### config.mk
export PLATFORM = sky130hd
export DESIGN_NAME = bmi_div
export DESIGN_NICKNAME = d
export VERILOG_FILES = /design/src/rtl/body_motion_integrator_core_assert.svh /design/src/rtl/bmi_div.sv
export SDC_FILE = /design/constraint.sdc
export NUM_CORES = 1
export LEC_CHECK = 0
export BUFFER_PORTS_ARGS = -buffer_cell sky130_fd_sc_hd__buf_2
export CORE_MARGIN = 2
export CORE_UTILIZATION = 35
export DETAILED_ROUTE_END_ITERATION = 7
export PLACE_DENSITY = 0.66
export SYNTH_ARGS = -nofsm -noshare
export SYNTH_HDL_FRONTEND = slang
export SYNTH_SLANG_ARGS = --single-unit
export TNS_END_PERCENT = 20
### constraint.sdc
create_clock -name clk_i -period 4.4 [get_ports clk_i]
set_clock_uncertainty 0.15 [all_clocks]
set_input_delay 0.88 -clock clk_i [delete_from_list [all_inputs] [get_ports clk_i]]
set_output_delay 0.88 -clock clk_i [all_outputs]
set_load 0.02 [all_outputs]
### src/rtl/body_motion_integrator_core_assert.svh
// Assertion macros shared by the integrator RTL.
`ifndef BODY_MOTION_INTEGRATOR_CORE_ASSERT_SVH
`define BODY_MOTION_INTEGRATOR_CORE_ASSERT_SVH

// Same-cycle implication, sampled on the rising clock edge.
`define BMI_ASSERT_IMP(lbl, clk, rst_n, ante, cons) \
  lbl: assert property (@(posedge clk) disable iff (!rst_n) (ante) |-> (cons)) \
    else $error("implication check failed");

// Next-cycle implication, sampled on the rising clock edge.
`define BMI_ASSERT_NEXT(lbl, clk, rst_n, ante, cons) \
  lbl: assert property (@(posedge clk) disable iff (!rst_n) (ante) |=> (cons)) \
    else $error("next-cycle check failed");

`endif

### src/rtl/bmi_div.sv
// Restoring divider, one quotient bit per cycle.
module bmi_div #(
  parameter int unsigned WORD_BITS = 48,
  parameter int unsigned FRAC_BITS = 16,
  localparam int unsigned NW = WORD_BITS + FRAC_BITS,
  localparam int unsigned CW = $clog2(NW + 1)
) (
  input  logic                 clk_i,
  input  logic                 rst_ni,
  input  logic                 start_i,
  input  logic [NW-1:0]        num_i,
  input  logic [WORD_BITS-1:0] den_i,
  output logic                 busy_o,
  output logic [NW-1:0]        quot_o
);

  logic [CW-1:0]        cnt_q;
  logic [NW-1:0]        num_q;
  logic [WORD_BITS-1:0] rem_q;
  logic [WORD_BITS-1:0] den_q;
  logic [WORD_BITS:0]   rem_sh;
  logic [WORD_BITS+1:0] diff;
  logic                 ge;

  always_comb begin
    rem_sh = {rem_q, num_q[NW-1]};
    diff   = {1'b0, rem_sh} - {2'b00, den_q};
    ge     = !diff[WORD_BITS+1];
  end

  always_ff @(posedge clk_i or negedge rst_ni) begin
    if (!rst_ni) begin
      cnt_q <= '0;
    end else if (start_i) begin
      cnt_q <= CW'(NW);
    end else if (cnt_q != '0) begin
      cnt_q <= cnt_q - CW'(1);
    end
  end

  // The dividend shifts out at the top while quotient bits enter at the bottom.
  always_ff @(posedge clk_i) begin
    if (start_i) begin
      num_q <= num_i;
      rem_q <= '0;
      den_q <= den_i;
    end else if (cnt_q != '0) begin
      num_q <= {num_q[NW-2:0], ge};
      rem_q <= ge ? diff[WORD_BITS-1:0] : rem_sh[WORD_BITS-1:0];
    end
  end

  assign busy_o = (cnt_q != '0);
  assign quot_o = num_q;

endmodule

==> impl_metrics.ini <==
[setup_path]
cp.arrival_ps = 3700
crit_fanout = 22
cp.required_ps = 4540
end_kind = flop
worstSetupStartpointType = flop
critPathKind = reg2reg

[drt]
routed-wl-met3_um = 1520
route.met2.wl_um = 11900
dr.max_layer_used = met4
vias_per_cell = 5.24
ant_nets = 0
route.vias.total = 7489
finalWirelength_um = 24200
wl_per_cell_um = 16.9
m1WireLength_um = 10400
drt_first_pass_iters = 5
drc_errors = 0
drt-initial-drc-count = 538

[clock_network]
htreeDepth = 4
cts_resized = 0
post_cts_buffers = 0
clock-sinks = 167
clkTransAtPathRegs_ps = 80
cts_tree = built
cts_buffers = 17
hold_buffers = 0
cts_root_buf = clkbuf_16
cts_max_path_buffers = 2
insertion_delay_ps = 440

[final_layout]
areaGrowthSynthToFinish_pct = 19.1
num-nets-final = 1241
final.fill_count = 2608
final_cell_mix = buf_2, edfxtp_1, nand2_1, inv_1, mux2_2
drive_gt1_frac = 0.279
fin_cells = 1430
antennaDiodeCount = 0
final_common_cell = buf_2

[sta]
hold_viol_final = 0
fin_crit_sh = 0.809
setup_violations = 0
slew_viol_final = 0
slew_headroom = 0.502
setup_tns_ps = 0
worstMarginPinSlew_ps = 738
fin_hold_ws_ps = 108
finalCriticalPeriod_ps = 3560
fmax_mhz = 281
timing.final.ws_setup_ps = 840
rsz0062_at_grt = no

[die]
die_x_um = 169
die_h_um = 169
fp.coreArea_mm2 = 0.0269
ios = 180
design.die.area_mm2 = 0.0286
start_util = 0.355
rows = 60

[synth]
synth_edf_count = 112
synth-seq-cells = 167
yosysUniqueCellTypes = 70
ys.flop_type = edfxtp_1
yosys_warnings = 0
syn-num-nets = 1078
ys_async_sr_fraction = 0.0419
syn_area_mm2 = 0.00955
yosysSeqAreaShare = 0.471
postSynthAreaPerCell_um2 = 10.5
netlist_instances = 913

[run_status]
status = finished clean

[global_route]
gr-total-overflow = 0
grt_usage = 0.172
grt_antenna_before_repair = 1
grt_pass1_vias = 7648
grt_pass1_wl_um = 39200
grt_max_degree = 56

[placement]
post-place-ws_ps = 841
dpl.hpwl_um = 17600
place_inst = 1398
port_buffers = 179
gp_congestion = 0.858

[power_and_ir_drop]
clock_power_share = 0.217
p_seq_frac = 0.324
leakage_uw = 0.00495
power.combinational.fraction = 0.458
p_int_uw = 4300
vdd.ir_drop.worst_uv = 268
switching_share = 0.410
power.density_mw_per_mm2 = 641
p_total_uw = 7290
p_sw_uw = 2990

[min_path]
holdCritPathClass = in2async

[run]
maxCapViolCount = 0
-- worst max-delay path, stage by stage (launching register included) --
cell       delay, ps
edfxtp_1         320
inv_1             40
ha_1             420
o2111ai_1        210
a311o_1          410
a21oi_2          240
o21ai_2          130
a41oi_2          270
a211o_2          530
buf_4            350
mux2i_1          230
a211oi_1          90
-- synthesized netlist by cell type, types with 19 or more instances --
master,count,area (um^2)
a211oi_1,26,195
mux2_2,66,743
ha_1,49,613
a21oi_1,56,280
dfxtp_1,48,961
edfxtp_1,112,3360
xnor2_1,25,219
inv_1,67,251
nand3_1,19,95.1
nand2_1,76,285
mux2i_1,30,300
a21o_1,21,158
nor2_1,60,225
o21ai_0,30,150
clkbuf_1,34,128
-- state kept, by name (all words and copies together), names as in the netlist --
register and cells:
cnt_q 7, den_q 48, quot_o 64, rem_q 48
-- per-stage QoR --
step	cell area [um^2]	utilization
after global placement	10800	0.400
after detailed placement	10800	0.400
after CTS	11400	0.424
final	11400	0.424
after global routing	11400	0.424
after floorplan	9550	-
-- cell type report --
class / count / area [um^2] / share of cell area
repair buffers: 189 / 977 / 0.0858
well taps: 341 / 427 / 0.0375
multi-input cells: 633 / 4600 / 0.404
clock buffers: 17 / 425 / 0.0374
clock inverters: 15 / 199 / 0.0175
inverters: 68 / 255 / 0.0224
flip-flops and latches: 167 / 4500 / 0.395
-- cells by family (layout without fill, tap and decap cells) --
group,count (synthesis),count (layout),synth area share
AO/OA/AOI/OAI,226,226,0.161
XOR/XNOR,43,43,0.0394
adder cells (fa/ha/maj),50,50,0.0663
buffers and inverters,113,289,0.0477
flip-flops,167,167,0.471
multiplexers,96,96,0.109
AND/OR/NAND/NOR,218,218,0.106
-- path summary, 6_finish.rpt --
check | cells after the start | endpoint | startpoint | slack, ps
hold reg to reg | 2 | rem_q[2]$_SDFFE_PP0P_ | rem_q[2]$_SDFFE_PP0P_ | 320
hold / removal | 1 | cnt_q[5]$_DFFE_PN0P_ | rst_ni | 110
setup reg to reg | 11 | rem_q[18]$_SDFFE_PP0P_ | den_q[3]$_DFFE_PP_ | 840
max in group asynchronous | 1 | cnt_q[6]$_DFFE_PN0P_ | rst_ni | 3830
min in group clk_i | 2 | rem_q[2]$_SDFFE_PP0P_ | rem_q[2]$_SDFFE_PP0P_ | 320
setup / recovery | 11 | rem_q[18]$_SDFFE_PP0P_ | den_q[3]$_DFFE_PP_ | 840
-- routing by layer --
| layer | GRT usage | up-vias |
|---|---|---|
| met5 | 0 | - |
| met1 | 0.206 | 3557 |
| met4 | 0.0465 | 0 |
| li1 | - | 3691 |
| met3 | 0.0490 | 27 |
| met2 | 0.301 | 214 |
-- power by group through the flow --
stage	Sequential [uW]	Clock, uW	Combinational (uW)
5_1_grt	2420	1680	3700
4_1_cts	2370	1630	3330
3_5_place_dp	2400	0	3300
3_3_place_gp	2390	0	3270
2_1_floorplan	2480	0	2430
6_report	2370	1590	3340
(Power assumes the default switching activity.)
