===== src/rtl/body_motion_integrator_core_assert.svh =====
// Assertion macros shared by the integrator RTL.
`ifndef BODY_MOTION_INTEGRATOR_CORE_ASSERT_SVH
`define BODY_MOTION_INTEGRATOR_CORE_ASSERT_SVH

// Same-cycle implication, sampled on the rising clock edge.
`define BMI_ASSERT_IMP(lbl, clk, rst_n, ante, cons) \
  lbl: assert property (@(posedge clk) disable iff (!rst_n) (ante) |-> (cons)) \
    else $error("implication check failed");

// Next-cycle implication, sampled on the rising clock edge.
`define BMI_ASSERT_NEXT(lbl, clk, rst_n, ante, cons) \
  lbl: assert property (@(posedge clk) disable iff (!rst_n) (ante) |=> (cons)) \
    else $error("next-cycle check failed");

`endif


===== src/rtl/bmi_sqrt.sv =====
// Digit-by-digit integer square root, one root bit per cycle.
module bmi_sqrt #(
  parameter int unsigned WORD_BITS = 48,
  localparam int unsigned CW = $clog2(WORD_BITS + 1)
) (
  input  logic                   clk_i,
  input  logic                   rst_ni,
  input  logic                   start_i,
  input  logic [2*WORD_BITS-1:0] rad_i,
  output logic                   busy_o,
  output logic [WORD_BITS-1:0]   root_o
);

  logic [CW-1:0]          cnt_q;
  logic [2*WORD_BITS-1:0] rad_q;
  logic [WORD_BITS+1:0]   rem_q;
  logic [WORD_BITS-1:0]   root_q;
  logic [WORD_BITS+3:0]   rem_sh;
  logic [WORD_BITS+3:0]   trial;
  logic [WORD_BITS+4:0]   diff;
  logic                   ge;

  always_comb begin
    rem_sh = {rem_q, rad_q[2*WORD_BITS-1 -: 2]};
    trial  = (WORD_BITS + 4)'({root_q, 2'b01});
    diff   = {1'b0, rem_sh} - {1'b0, trial};
    ge     = !diff[WORD_BITS+4];
  end

  always_ff @(posedge clk_i or negedge rst_ni) begin
    if (!rst_ni) begin
      cnt_q <= '0;
    end else if (start_i) begin
      cnt_q <= CW'(WORD_BITS);
    end else if (cnt_q != '0) begin
      cnt_q <= cnt_q - CW'(1);
    end
  end

  always_ff @(posedge clk_i) begin
    if (start_i) begin
      rad_q  <= rad_i;
      rem_q  <= '0;
      root_q <= '0;
    end else if (cnt_q != '0) begin
      rad_q  <= rad_q << 2;
      rem_q  <= ge ? diff[WORD_BITS+1:0] : rem_sh[WORD_BITS+1:0];
      root_q <= {root_q[WORD_BITS-2:0], ge};
    end
  end

  assign busy_o = (cnt_q != '0);
  assign root_o = root_q;

endmodule


===== config.mk =====
export PLATFORM = sky130hd
export DESIGN_NAME = bmi_sqrt
export DESIGN_NICKNAME = d
export VERILOG_FILES = /design/src/rtl/body_motion_integrator_core_assert.svh /design/src/rtl/bmi_sqrt.sv
export SDC_FILE = /design/constraint.sdc
export NUM_CORES = 1
export LEC_CHECK = 0
export ABC_CLOCK_PERIOD_IN_PS = 4200
export BUFFER_PORTS_ARGS = -buffer_cell sky130_fd_sc_hd__buf_4
export CORE_MARGIN = 4
export CORE_UTILIZATION = 50
export DETAILED_ROUTE_END_ITERATION = 16
export PLACE_DENSITY = 0.71
export SLEW_MARGIN = 10
export SYNTH_ARGS = -nofsm -noshare
export SYNTH_HDL_FRONTEND = slang
export SYNTH_SLANG_ARGS = --single-unit

===== constraint.sdc =====
create_clock -name clk_i -period 4.2 [get_ports clk_i]
set_input_delay 0.84 -clock clk_i [delete_from_list [all_inputs] [get_ports clk_i]]
set_output_delay 0.84 -clock clk_i [all_outputs]
set_load 0.02 [all_outputs]

==> impl_results.md <==
- Syn Nets: 1,319
- Final Max Tran Viols: 0
- Worst Clk Skew: 18.23 ps
- Hpwl dp: 18.07 mm
- Row count: 54
- Max-slew headroom: 0.4225
- Worst slew pin tran: between 800 and 900 ps
- DRT antenna net count: 0
- #FFs+latches synth: 200
- CTS buffer count: 17
- Num Clock Sinks: 200
- Final hold vios: 0
- Max Cap Viol: 0
- Synthesized area per cell: roughly 9.5 um^2
- CP Cell Sequence: inv_1 > ha_1 > nand4_1 > nor3_1 > o311ai_1 > and3_1 > o31ai_4 > buf_4 > o211ai_1 > a211oi_1
- Avg WL per Cell: 16.44 um
- Drt pass-1 iters: 5
- Top cells by area, synth: edfxtp_1 26%, dfxtp_1 18%, mux2_2 9.6%
- Lkg Pwr: 5.222 nW
- Commonest register cell after synthesis: dfxtp_1
- I/O Buffers: 147
- Critical-path maximum fanout: 18
- Final setup TNS: 0 ps
- WP data arrival: between 3000 and 4000 ps
- Worst IR Drop VDD: roughly 0.35 mV
- Yosys cell types: 67
- Die W: 157.0 um
- Total wire length: 25.87 mm
- CP max stage cell: o31ai_4
- Post-synth ARST share: 0.03000
- PD cells: 659.3 nW/um^2
- Crit start category: register
- Cell taking the most area after synthesis: edfxtp_1
- Post-Place Setup Slack: 783.7 ps
- Status: finished, final reports clean
- # DRC: 0
- Io pins: 148
- Pin count of the biggest net entering global routing: just under 100
- CP Capture Type: register
- # resized after CTS: 0
- Clk buf depth: 2
- Nets: 1,430
- RSZ-0062 raised after global routing: no
- WP data required: 4550 ps
- Final Worst Setup Slack: 784.3 ps
- Worst-path clk slew: ~80 ps
- Vias in the first global route: 8,607
- Share of cells above drive strength 1: 0.2295
- Die height: 157.0 um
- Clock latency at the later pin of the worst-skew pair: 440 ps
- Syn. warnings: 0
- CP Class: register to register
- Via count: 8,975
- CTS tree: built
- Post-Syn Area: ~11,000 um^2
- H-tree Lvls: 4
- Seq/Total Area, Yosys: 0.4502
- Post-synth top area share: 0.2598
- Tmin final: 3416 ps
- # setup viols final: 0
- Placed Instances: 1,542
- Gate Count Post-Synth: 1,170
- Worst r2r path cells: 10
- Post-layout util: 0.5935
- Total die area: 24,640 um^2
- Area grow syn2layout: 16.75%
- Initial DRC Count: about 600
- GRT overflow: 0
- Worst Hold Class: primary input to asynchronous set/reset pin
- Global placement routability congestion: 0.9262
- Core box area: about 22,000 um^2
- CP max stage delay: 740 ps
- EDFF count, synth: 96
- Non-Filler Instances: 1,574
- Period utilization: 0.8133
- Design area: approximately 13,000 um^2
- Starting Density: 0.5084
- Vias per Instance: 5.702
- Hold-fix buffers at CTS: 0
- Antenna Cells: 0
- Initial antenna violation count: 0
- Clock root buffer: clkbuf_16
- Cell area after placement: 12,350 um^2
- All-Layer GR Usage: 0.2130
- Fmax: 292.8 MHz
- # Post-CTS Setup Buffers: 0
- First-pass GRT wire length: ~43 mm
## logic make-up (layout without fill, tap and decap cells)
logic type / count (synthesis) / after routing / synth area share
muxes: 100 / 100 / 0.1009
DFF: 200 / 200 / 0.4502
adders and majority gates: 50 / 50 / 0.05639
xor gates and xnor gates: 41 / 41 / 0.03237
buffers and inverters: 128 / 252 / 0.04782
and+or+nand+nor: 348 / 348 / 0.1357
AOI/OAI and AO/OA: 303 / 303 / 0.1766
## power by group
part,switching [mW],total (mW),leakage (nW),internal [mW]
Combinational,2.49,4.31,3.04,1.81
Clock,0.868,1.68,0.294,0.816
Sequential,0.184,2.55,1.89,2.36
## state kept, by name (all words and copies together), names as in the netlist
name	count
rad_q	96
rem_q	50
root_o	48
cnt_q	6
## layout by cell type, fill, tap and decap left out, types with 4 or more instances in the layout
cell type | synthesis | routed
nand2b_1 | 4 | 4
clkinv_8 | 0 | 4
a21o_1 | 12 | 12
edfxtp_1 | 96 | 96
inv_1 | 64 | 63
o21a_1 | 7 | 7
mux2_2 | 95 | 95
inv_8 | 0 | 4
o211a_1 | 9 | 9
clkbuf_16 | 0 | 17
nand4_1 | 13 | 13
or3_1 | 4 | 4
dfrtp_1 | 6 | 6
nor3_1 | 17 | 16
o211ai_1 | 11 | 11
ha_1 | 50 | 50
buf_4 | 1 | 153
a32oi_1 | 5 | 5
o21bai_1 | 9 | 9
xor2_1 | 16 | 16
a31oi_1 | 10 | 10
nand2_1 | 189 | 189
nor3b_1 | 4 | 4
mux2i_1 | 5 | 5
nor2_1 | 70 | 70
xnor2_1 | 25 | 25
a21oi_1 | 125 | 125
and2_1 | 4 | 4
a211oi_1 | 19 | 19
o21ai_0 | 49 | 49
nand3_1 | 24 | 24
a311oi_1 | 16 | 16
dfxtp_1 | 98 | 98
## synth_stat cells, types with 4 or more instances
master    number
dfxtp_1       98
a21oi_1      125
mux2_2        95
nand4_1       13
buf_6          4
clkbuf_1      41
nand3_1       24
nor3b_1        4
a31oi_1       10
nor2_1        70
o211ai_1      11
xor2_1        16
or3_1          4
o21bai_1       9
a311oi_1      16
a211oi_1      19
nand2_1      189
xnor2_1       25
edfxtp_1      96
nand2b_1       4
a21o_1        12
nor3_1        17
buf_1          4
buf_2         12
mux2i_1        5
dfrtp_1        6
inv_1         64
o21ai_0       49
a32oi_1        5
o21a_1         7
ha_1          50
o211a_1        9
and2_1         4
## per-layer routing
metal	vias up	GRT usage	wire (um)
met5	-	0	0
met4	0	0.05455	362
met3	30	0.07369	2334
met2	280	0.3381	11960
met1	4216	0.2806	11210
li1	4449	-	-
## worst max-delay path: cells and delay by family (launching register included)
kind            cells  cell delay (ps)
simple gates        3              790
buf+inv             2              430
flops               1              370
compound gates      4             1290
fa+ha+maj           1              440
## stage by stage
stage          hold slack [ps]  power (mW)
6_report                 196.7       8.539
5_1_grt                  179.7       9.166
4_1_cts                  177.8       8.542
3_5_place_dp             453.6       6.821
3_3_place_gp             456.7       6.777
2_1_floorplan            439.4       5.985
## layout make-up
type                       count  area, um^2
inverter                      65       246.5
sequential                   200        4995
clock buffer                  17       425.4
fill                        1966        8871
clock inverter                15       181.4
multi-input combinational    842        5574
timing repair buffer         155        1180
tap                          280       350.3
## final timing paths
kind,slack [ps],startpoint,to
setup / recovery,780,root_o[20],rem_q[33]
hold / removal,200,rst_ni,cnt_q[2]
setup reg to reg,780,root_o[20],rem_q[33]
hold reg to reg,470,rem_q[27],rem_q[27]
max in group asynchronous,3890,rst_ni,cnt_q[4]
min in group clk_i,470,rem_q[27],rem_q[27]
No activity file was read; power rests on OpenSTA's default activity.
