[config.mk]
export PLATFORM = sky130hd
export DESIGN_NAME = bmi_mul
export DESIGN_NICKNAME = d
export VERILOG_FILES = /design/src/rtl/body_motion_integrator_core_assert.svh /design/src/rtl/bmi_pkg.sv /design/src/rtl/bmi_mul.sv
export SDC_FILE = /design/constraint.sdc
export NUM_CORES = 2
export LEC_CHECK = 0
export ABC_AREA = 0
export BUFFER_PORTS_ARGS = -buffer_cell sky130_fd_sc_hd__buf_2
export CAP_MARGIN = 5
export CORE_UTILIZATION = 40
export CTS_CLUSTER_DIAMETER = 150
export DETAILED_ROUTE_END_ITERATION = 12
export PLACE_DENSITY = 0.56
export REMOVE_ABC_BUFFERS = 1
export SYNTH_ARGS = -nofsm -noshare
export SYNTH_HDL_FRONTEND = slang
export SYNTH_SLANG_ARGS = --single-unit
[constraint.sdc]
create_clock -name clk_i -period 10.2 [get_ports clk_i]
set_input_delay 0 -clock clk_i [delete_from_list [all_inputs] [get_ports clk_i]]
set_output_delay 0 -clock clk_i [all_outputs]
set_load 0.03 [all_outputs]
[src/rtl/body_motion_integrator_core_assert.svh]
// Assertion macros shared by the integrator RTL.
`ifndef BODY_MOTION_INTEGRATOR_CORE_ASSERT_SVH
`define BODY_MOTION_INTEGRATOR_CORE_ASSERT_SVH

// Same-cycle implication, sampled on the rising clock edge.
`define BMI_ASSERT_IMP(lbl, clk, rst_n, ante, cons) \
  lbl: assert property (@(posedge clk) disable iff (!rst_n) (ante) |-> (cons)) \
    else $error("implication check failed");

// Next-cycle implication, sampled on the rising clock edge.
`define BMI_ASSERT_NEXT(lbl, clk, rst_n, ante, cons) \
  lbl: assert property (@(posedge clk) disable iff (!rst_n) (ante) |=> (cons)) \
    else $error("next-cycle check failed");

`endif

[src/rtl/bmi_pkg.sv]
package bmi_pkg;

  localparam int unsigned CFG_IDX_BITS = 3;
  localparam int unsigned TIME_BITS    = 32;
  localparam int unsigned CHUNK_BITS   = 16;

  localparam logic KIND_STEP   = 1'b0;
  localparam logic KIND_RELOAD = 1'b1;

  localparam logic [1:0] LAST_AXIS = 2'd2;

  typedef enum logic [CFG_IDX_BITS-1:0] {
    REG_BODY_MASS,
    REG_TIME_STEP,
    REG_INIT_X,
    REG_INIT_Y,
    REG_INIT_Z,
    REG_INIT_VX,
    REG_INIT_VY,
    REG_INIT_VZ
  } cfg_reg_e;

  typedef enum logic [1:0] {
    OP_AT,
    OP_VT,
    OP_HALF,
    OP_SQ
  } mul_op_e;

  typedef enum logic [3:0] {
    S_IDLE,
    S_DIV,
    S_DIV_W,
    S_MUL,
    S_MUL_W,
    S_ADD,
    S_POS,
    S_SQRT,
    S_SQRT_W,
    S_OUT
  } state_e;

endpackage

[src/rtl/bmi_mul.sv]
// Sequential multiplier: one operand chunk per cycle, most significant first.
module bmi_mul #(
  parameter int unsigned A_BITS = 48,
  parameter int unsigned B_BITS = 48,
  localparam int unsigned C   = bmi_pkg::CHUNK_BITS,
  localparam int unsigned NCH = (B_BITS + C - 1) / C,
  localparam int unsigned BP  = NCH * C,
  localparam int unsigned CW  = $clog2(NCH + 1)
) (
  input  logic                     clk_i,
  input  logic                     rst_ni,
  input  logic                     start_i,
  input  logic [A_BITS-1:0]        a_i,
  input  logic [B_BITS-1:0]        b_i,
  output logic                     busy_o,
  output logic [A_BITS+B_BITS-1:0] prod_o
);

  logic [CW-1:0]        cnt_q;
  logic [A_BITS-1:0]    a_q;
  logic [BP-1:0]        b_q;
  logic [A_BITS+BP-1:0] acc_q;
  logic [A_BITS+C-1:0]  pp;

  assign pp = a_q * b_q[BP-1 -: C];

  always_ff @(posedge clk_i or negedge rst_ni) begin
    if (!rst_ni) begin
      cnt_q <= '0;
    end else if (start_i) begin
      cnt_q <= CW'(NCH);
    end else if (cnt_q != '0) begin
      cnt_q <= cnt_q - CW'(1);
    end
  end

  always_ff @(posedge clk_i) begin
    if (start_i) begin
      a_q   <= a_i;
      b_q   <= BP'(b_i);
      acc_q <= '0;
    end else if (cnt_q != '0) begin
      acc_q <= (acc_q << C) + (A_BITS + BP)'(pp);
      b_q   <= b_q << C;
    end
  end

  assign busy_o = (cnt_q != '0);
  assign prod_o = acc_q[A_BITS+B_BITS-1:0];

endmodule

==> summary by stage <==
Timing
Based on the critical path, the design can be clocked at up to 0.128 GHz. The number of hold violations in the final report is 0. In this run the tightest slew margin relative to its limit is 37.4%.

The final setup skew is 0.0132 ns. Setup repair after global routing left no endpoint under its margin. The final-report setup violation count is 0. The number of max-slew violations in the final report was 0. The worst hold margin is 0.185 ns. Counting I/O delays and the setup requirement, the final critical path takes 7.81 ns. The pin slew with the least headroom to its limit is 0.939 ns. The fraction of the cycle the final worst path needs is 76.6%.

The slack of the critical path is 2.39 ns. Summed over all failing endpoints, the final setup total negative slack is 0 ns.

Route
After detailed routing, the total wire length is 100000 µm. The detailed-router iteration count before antenna repair is 9. Dividing the detail-routed via count by the number of cells gives 5.04. The remaining number of nets flagged by the antenna check after routing is 0. The vias after detailed routing is 25500. The remaining design rule violation count is 2. The detailed router finished its first iteration with 1615 violations. In the final routed layout, each cell accounts on average for 19.8 µm.

Logic synthesis
The number of enable flip-flop cells after synthesis is 96. The post-synthesis register bit count is 194. The cell area after synthesis is 33700 µm². The post-synthesis average cell area is 8.88 µm². The most used flip-flop cell after synthesis is edfxtp_1. The number of different library cells in the post-synthesis netlist is 83. In the synthesized netlist, the number of instances is 3794.

For this run, the number of Yosys warnings is 0. Of the synthesized area, sequential elements account for 14.4%. Counting flops with an async set or reset pin after synthesis yields a share of 1.03%.

Die
The number of ports placed on the die boundary is 196. Once the floorplan was initialized, standard cells occupied 40.4% of the core. The die is 292 µm tall. The total number of placement rows is 106.

In this run the standard cell core region covers 83400 µm². The width of the die is 292 µm. The area of the die is 85400 µm².

Clock tree
In this run the post-CTS setup repair buffer count came out at 0. The cell at the root of the clock tree is clkbuf_16. At the later pin of the worst-skew pair, clock insertion delay measures 0.52 ns. The number of sinks handled by clock tree synthesis is 194. The H-tree depth is 4. TritonCTS built the clock tree. The number of hold-repair buffers added at the cts stage is 99. The post-cts sizing count is 0. The number of buffers on the longest clock path is 2. The clock edge transition at the registers on the reported setup and hold paths is 0.09 ns. The total clock buffers created by CTS is 17.

GRT
The via count of the first global-routing pass is 27200. The sum of overflow across all layers after global routing is 0. Entering global routing, the biggest net connects 74 pins. The number of antenna violations at the first check in global routing is 3. The wire length of the first global-routing pass is 158000 µm. The global-route total usage across every layer is 24.5%.

Status
The checks that failed: DRC. The flow ran to the end, but the final reports show violations.

Critical path
The data arrival time of the critical path is 8.25 ns. Data on the critical path is required at its endpoint by 10.64 ns. The top fanout value on the critical path is 19. The start-to-end type of the worst setup path is reg2reg. The launching element type of the critical path is a register.

The endpoint class of the critical path is a register.

Final layout
The top cell types in the final layout, fill and taps aside, are inv_1, fa_1, nand2_1. Measured on the finished design, the core utilization comes to 44.6%. Fill cells in the final layout number 8202. The area overhead of the layout relative to synthesis is 10.5%. The share of post-route cells with drive strength above 1 is 8.27%. For this run, the post-layout net count is 4894. The library cell used most frequently in the layout, excluding fill and tap cells, is inv_1.

Placement
The sum of net half-perimeters after detailed placement is 76900 µm. The quantity of I/O buffers inserted on ports is 195. The congestion estimate from routability-driven global placement came to 0.902. The post-place setup slack is 2.51 ns.

Hold path
The path class of the tightest hold or removal check is in2reg.

Flow run
The number of violations of the max-capacitance limit is 0.
-- Yosys cell counts, types with 12 or more instances --
master    instances  area [µm²]
nor2_1           95         357
edfxtp_1         96        2880
nand4_1          23         144
xnor2_1          60         526
a211oi_1         17         128
mux2i_1          13         130
ha_1            153        1910
o21bai_1         22         165
nand2_1         653        2450
nand3_1          29         145
a21oi_1         123         616
fa_1            690       13800
inv_1           921        3460
dfxtp_1          96        1920
and2_1          278        1740
nor3_1           18        90.1
a21o_1           41         308
and3_1           12        75.1
mux2_2           32         360
o21ai_0          67         335
clkbuf_1        168         631
xor2_1           17         149
-- path summary, 6_finish.rpt --
check	to	start	cells past startpoint	slack, ns
max	prod_o[85]$_SDFFE_PP0P_	b_q[38]$_DFFE_PP_	23	2.39
min	a_q[36]$_DFFE_PP_	a_i[36]	2	0.19
max reg2reg	prod_o[85]$_SDFFE_PP0P_	b_q[38]$_DFFE_PP_	23	2.39
min reg2reg	prod_o[81]$_SDFFE_PP0P_	prod_o[81]$_SDFFE_PP0P_	2	0.46
max in group asynchronous	cnt_q[0]$_DFFE_PN0P_	rst_ni	3	9.73
min in group asynchronous	cnt_q[1]$_DFFE_PN0P_	rst_ni	3	0.35
-- metrics by stage --
| stage | std cells | instance area (µm²) |
|---|---|---|
| global route | 5045 | 37200 |
| CTS | 5045 | 37200 |
| finish | 5046 | 37200 |
| detailed placement | 4914 | 35600 |
| global placement | 4914 | 35600 |
| floorplan | 3604 | 32900 |
-- final cells by class --
| type | count | area (µm²) | area share, % |
|---|---|---|---|
| clock buffers | 19 | 464 | 1.25 |
| flip-flops and latches | 194 | 4850 | 13.0 |
| diodes | 1 | 2.50 | 0.00673 |
| clock inverters | 13 | 178 | 0.478 |
| repair buffers | 329 | 2270 | 6.11 |
| inverters | 921 | 3460 | 9.29 |
| well taps | 1080 | 1350 | 3.63 |
| multi-input cells | 2489 | 24600 | 66.2 |
-- critical path, stage by stage, from the launching register on --
cell and delay, ns:
edfxtp_1 0.93, buf_4 0.41, and2_1 0.19, fa_1 0.41, inv_1 0.08, fa_1 0.44, fa_1 0.51, inv_1 0.06
fa_1 0.51, fa_1 0.52, inv_1 0.06, fa_1 0.48, inv_1 0.04, ha_1 0.34, a21oi_1 0.26, o21ai_0 0.17
a21oi_1 0.20, o21ai_2 0.11, a31oi_1 0.51, o21ai_2 0.25, a21oi_2 0.68, nor4b_1 0.17, xnor2_1 0.16, a211oi_1 0.22
-- logic make-up after synthesis --
kind of cell	Yosys count	synth area share (%)
and+or+nand+nor	1162	16.0
buffers and inverters	1111	12.5
xor gates and xnor gates	77	2.00
muxes	45	1.46
adders and majority gates	843	46.7
AOI/OAI and AO/OA	362	6.90
DFF	194	14.4
-- per-layer routing --
layer	part of all wire, %	routed length, µm	global-route usage [%]
met1	41	41400	31.9
met2	50	49900	41.9
met3	5.8	5790	3.42
met4	2.9	2900	7.91
met5	0	0	0
-- state kept, by name (all words and copies together) (netlist names) --
signal / count
cnt_q: 2
b_q: 48
a_q: 48
prod_o: 96
Power is left out: the tool's default activity adds up to more than one toggle a clock period on the data nets, which glitch-free logic cannot reach.
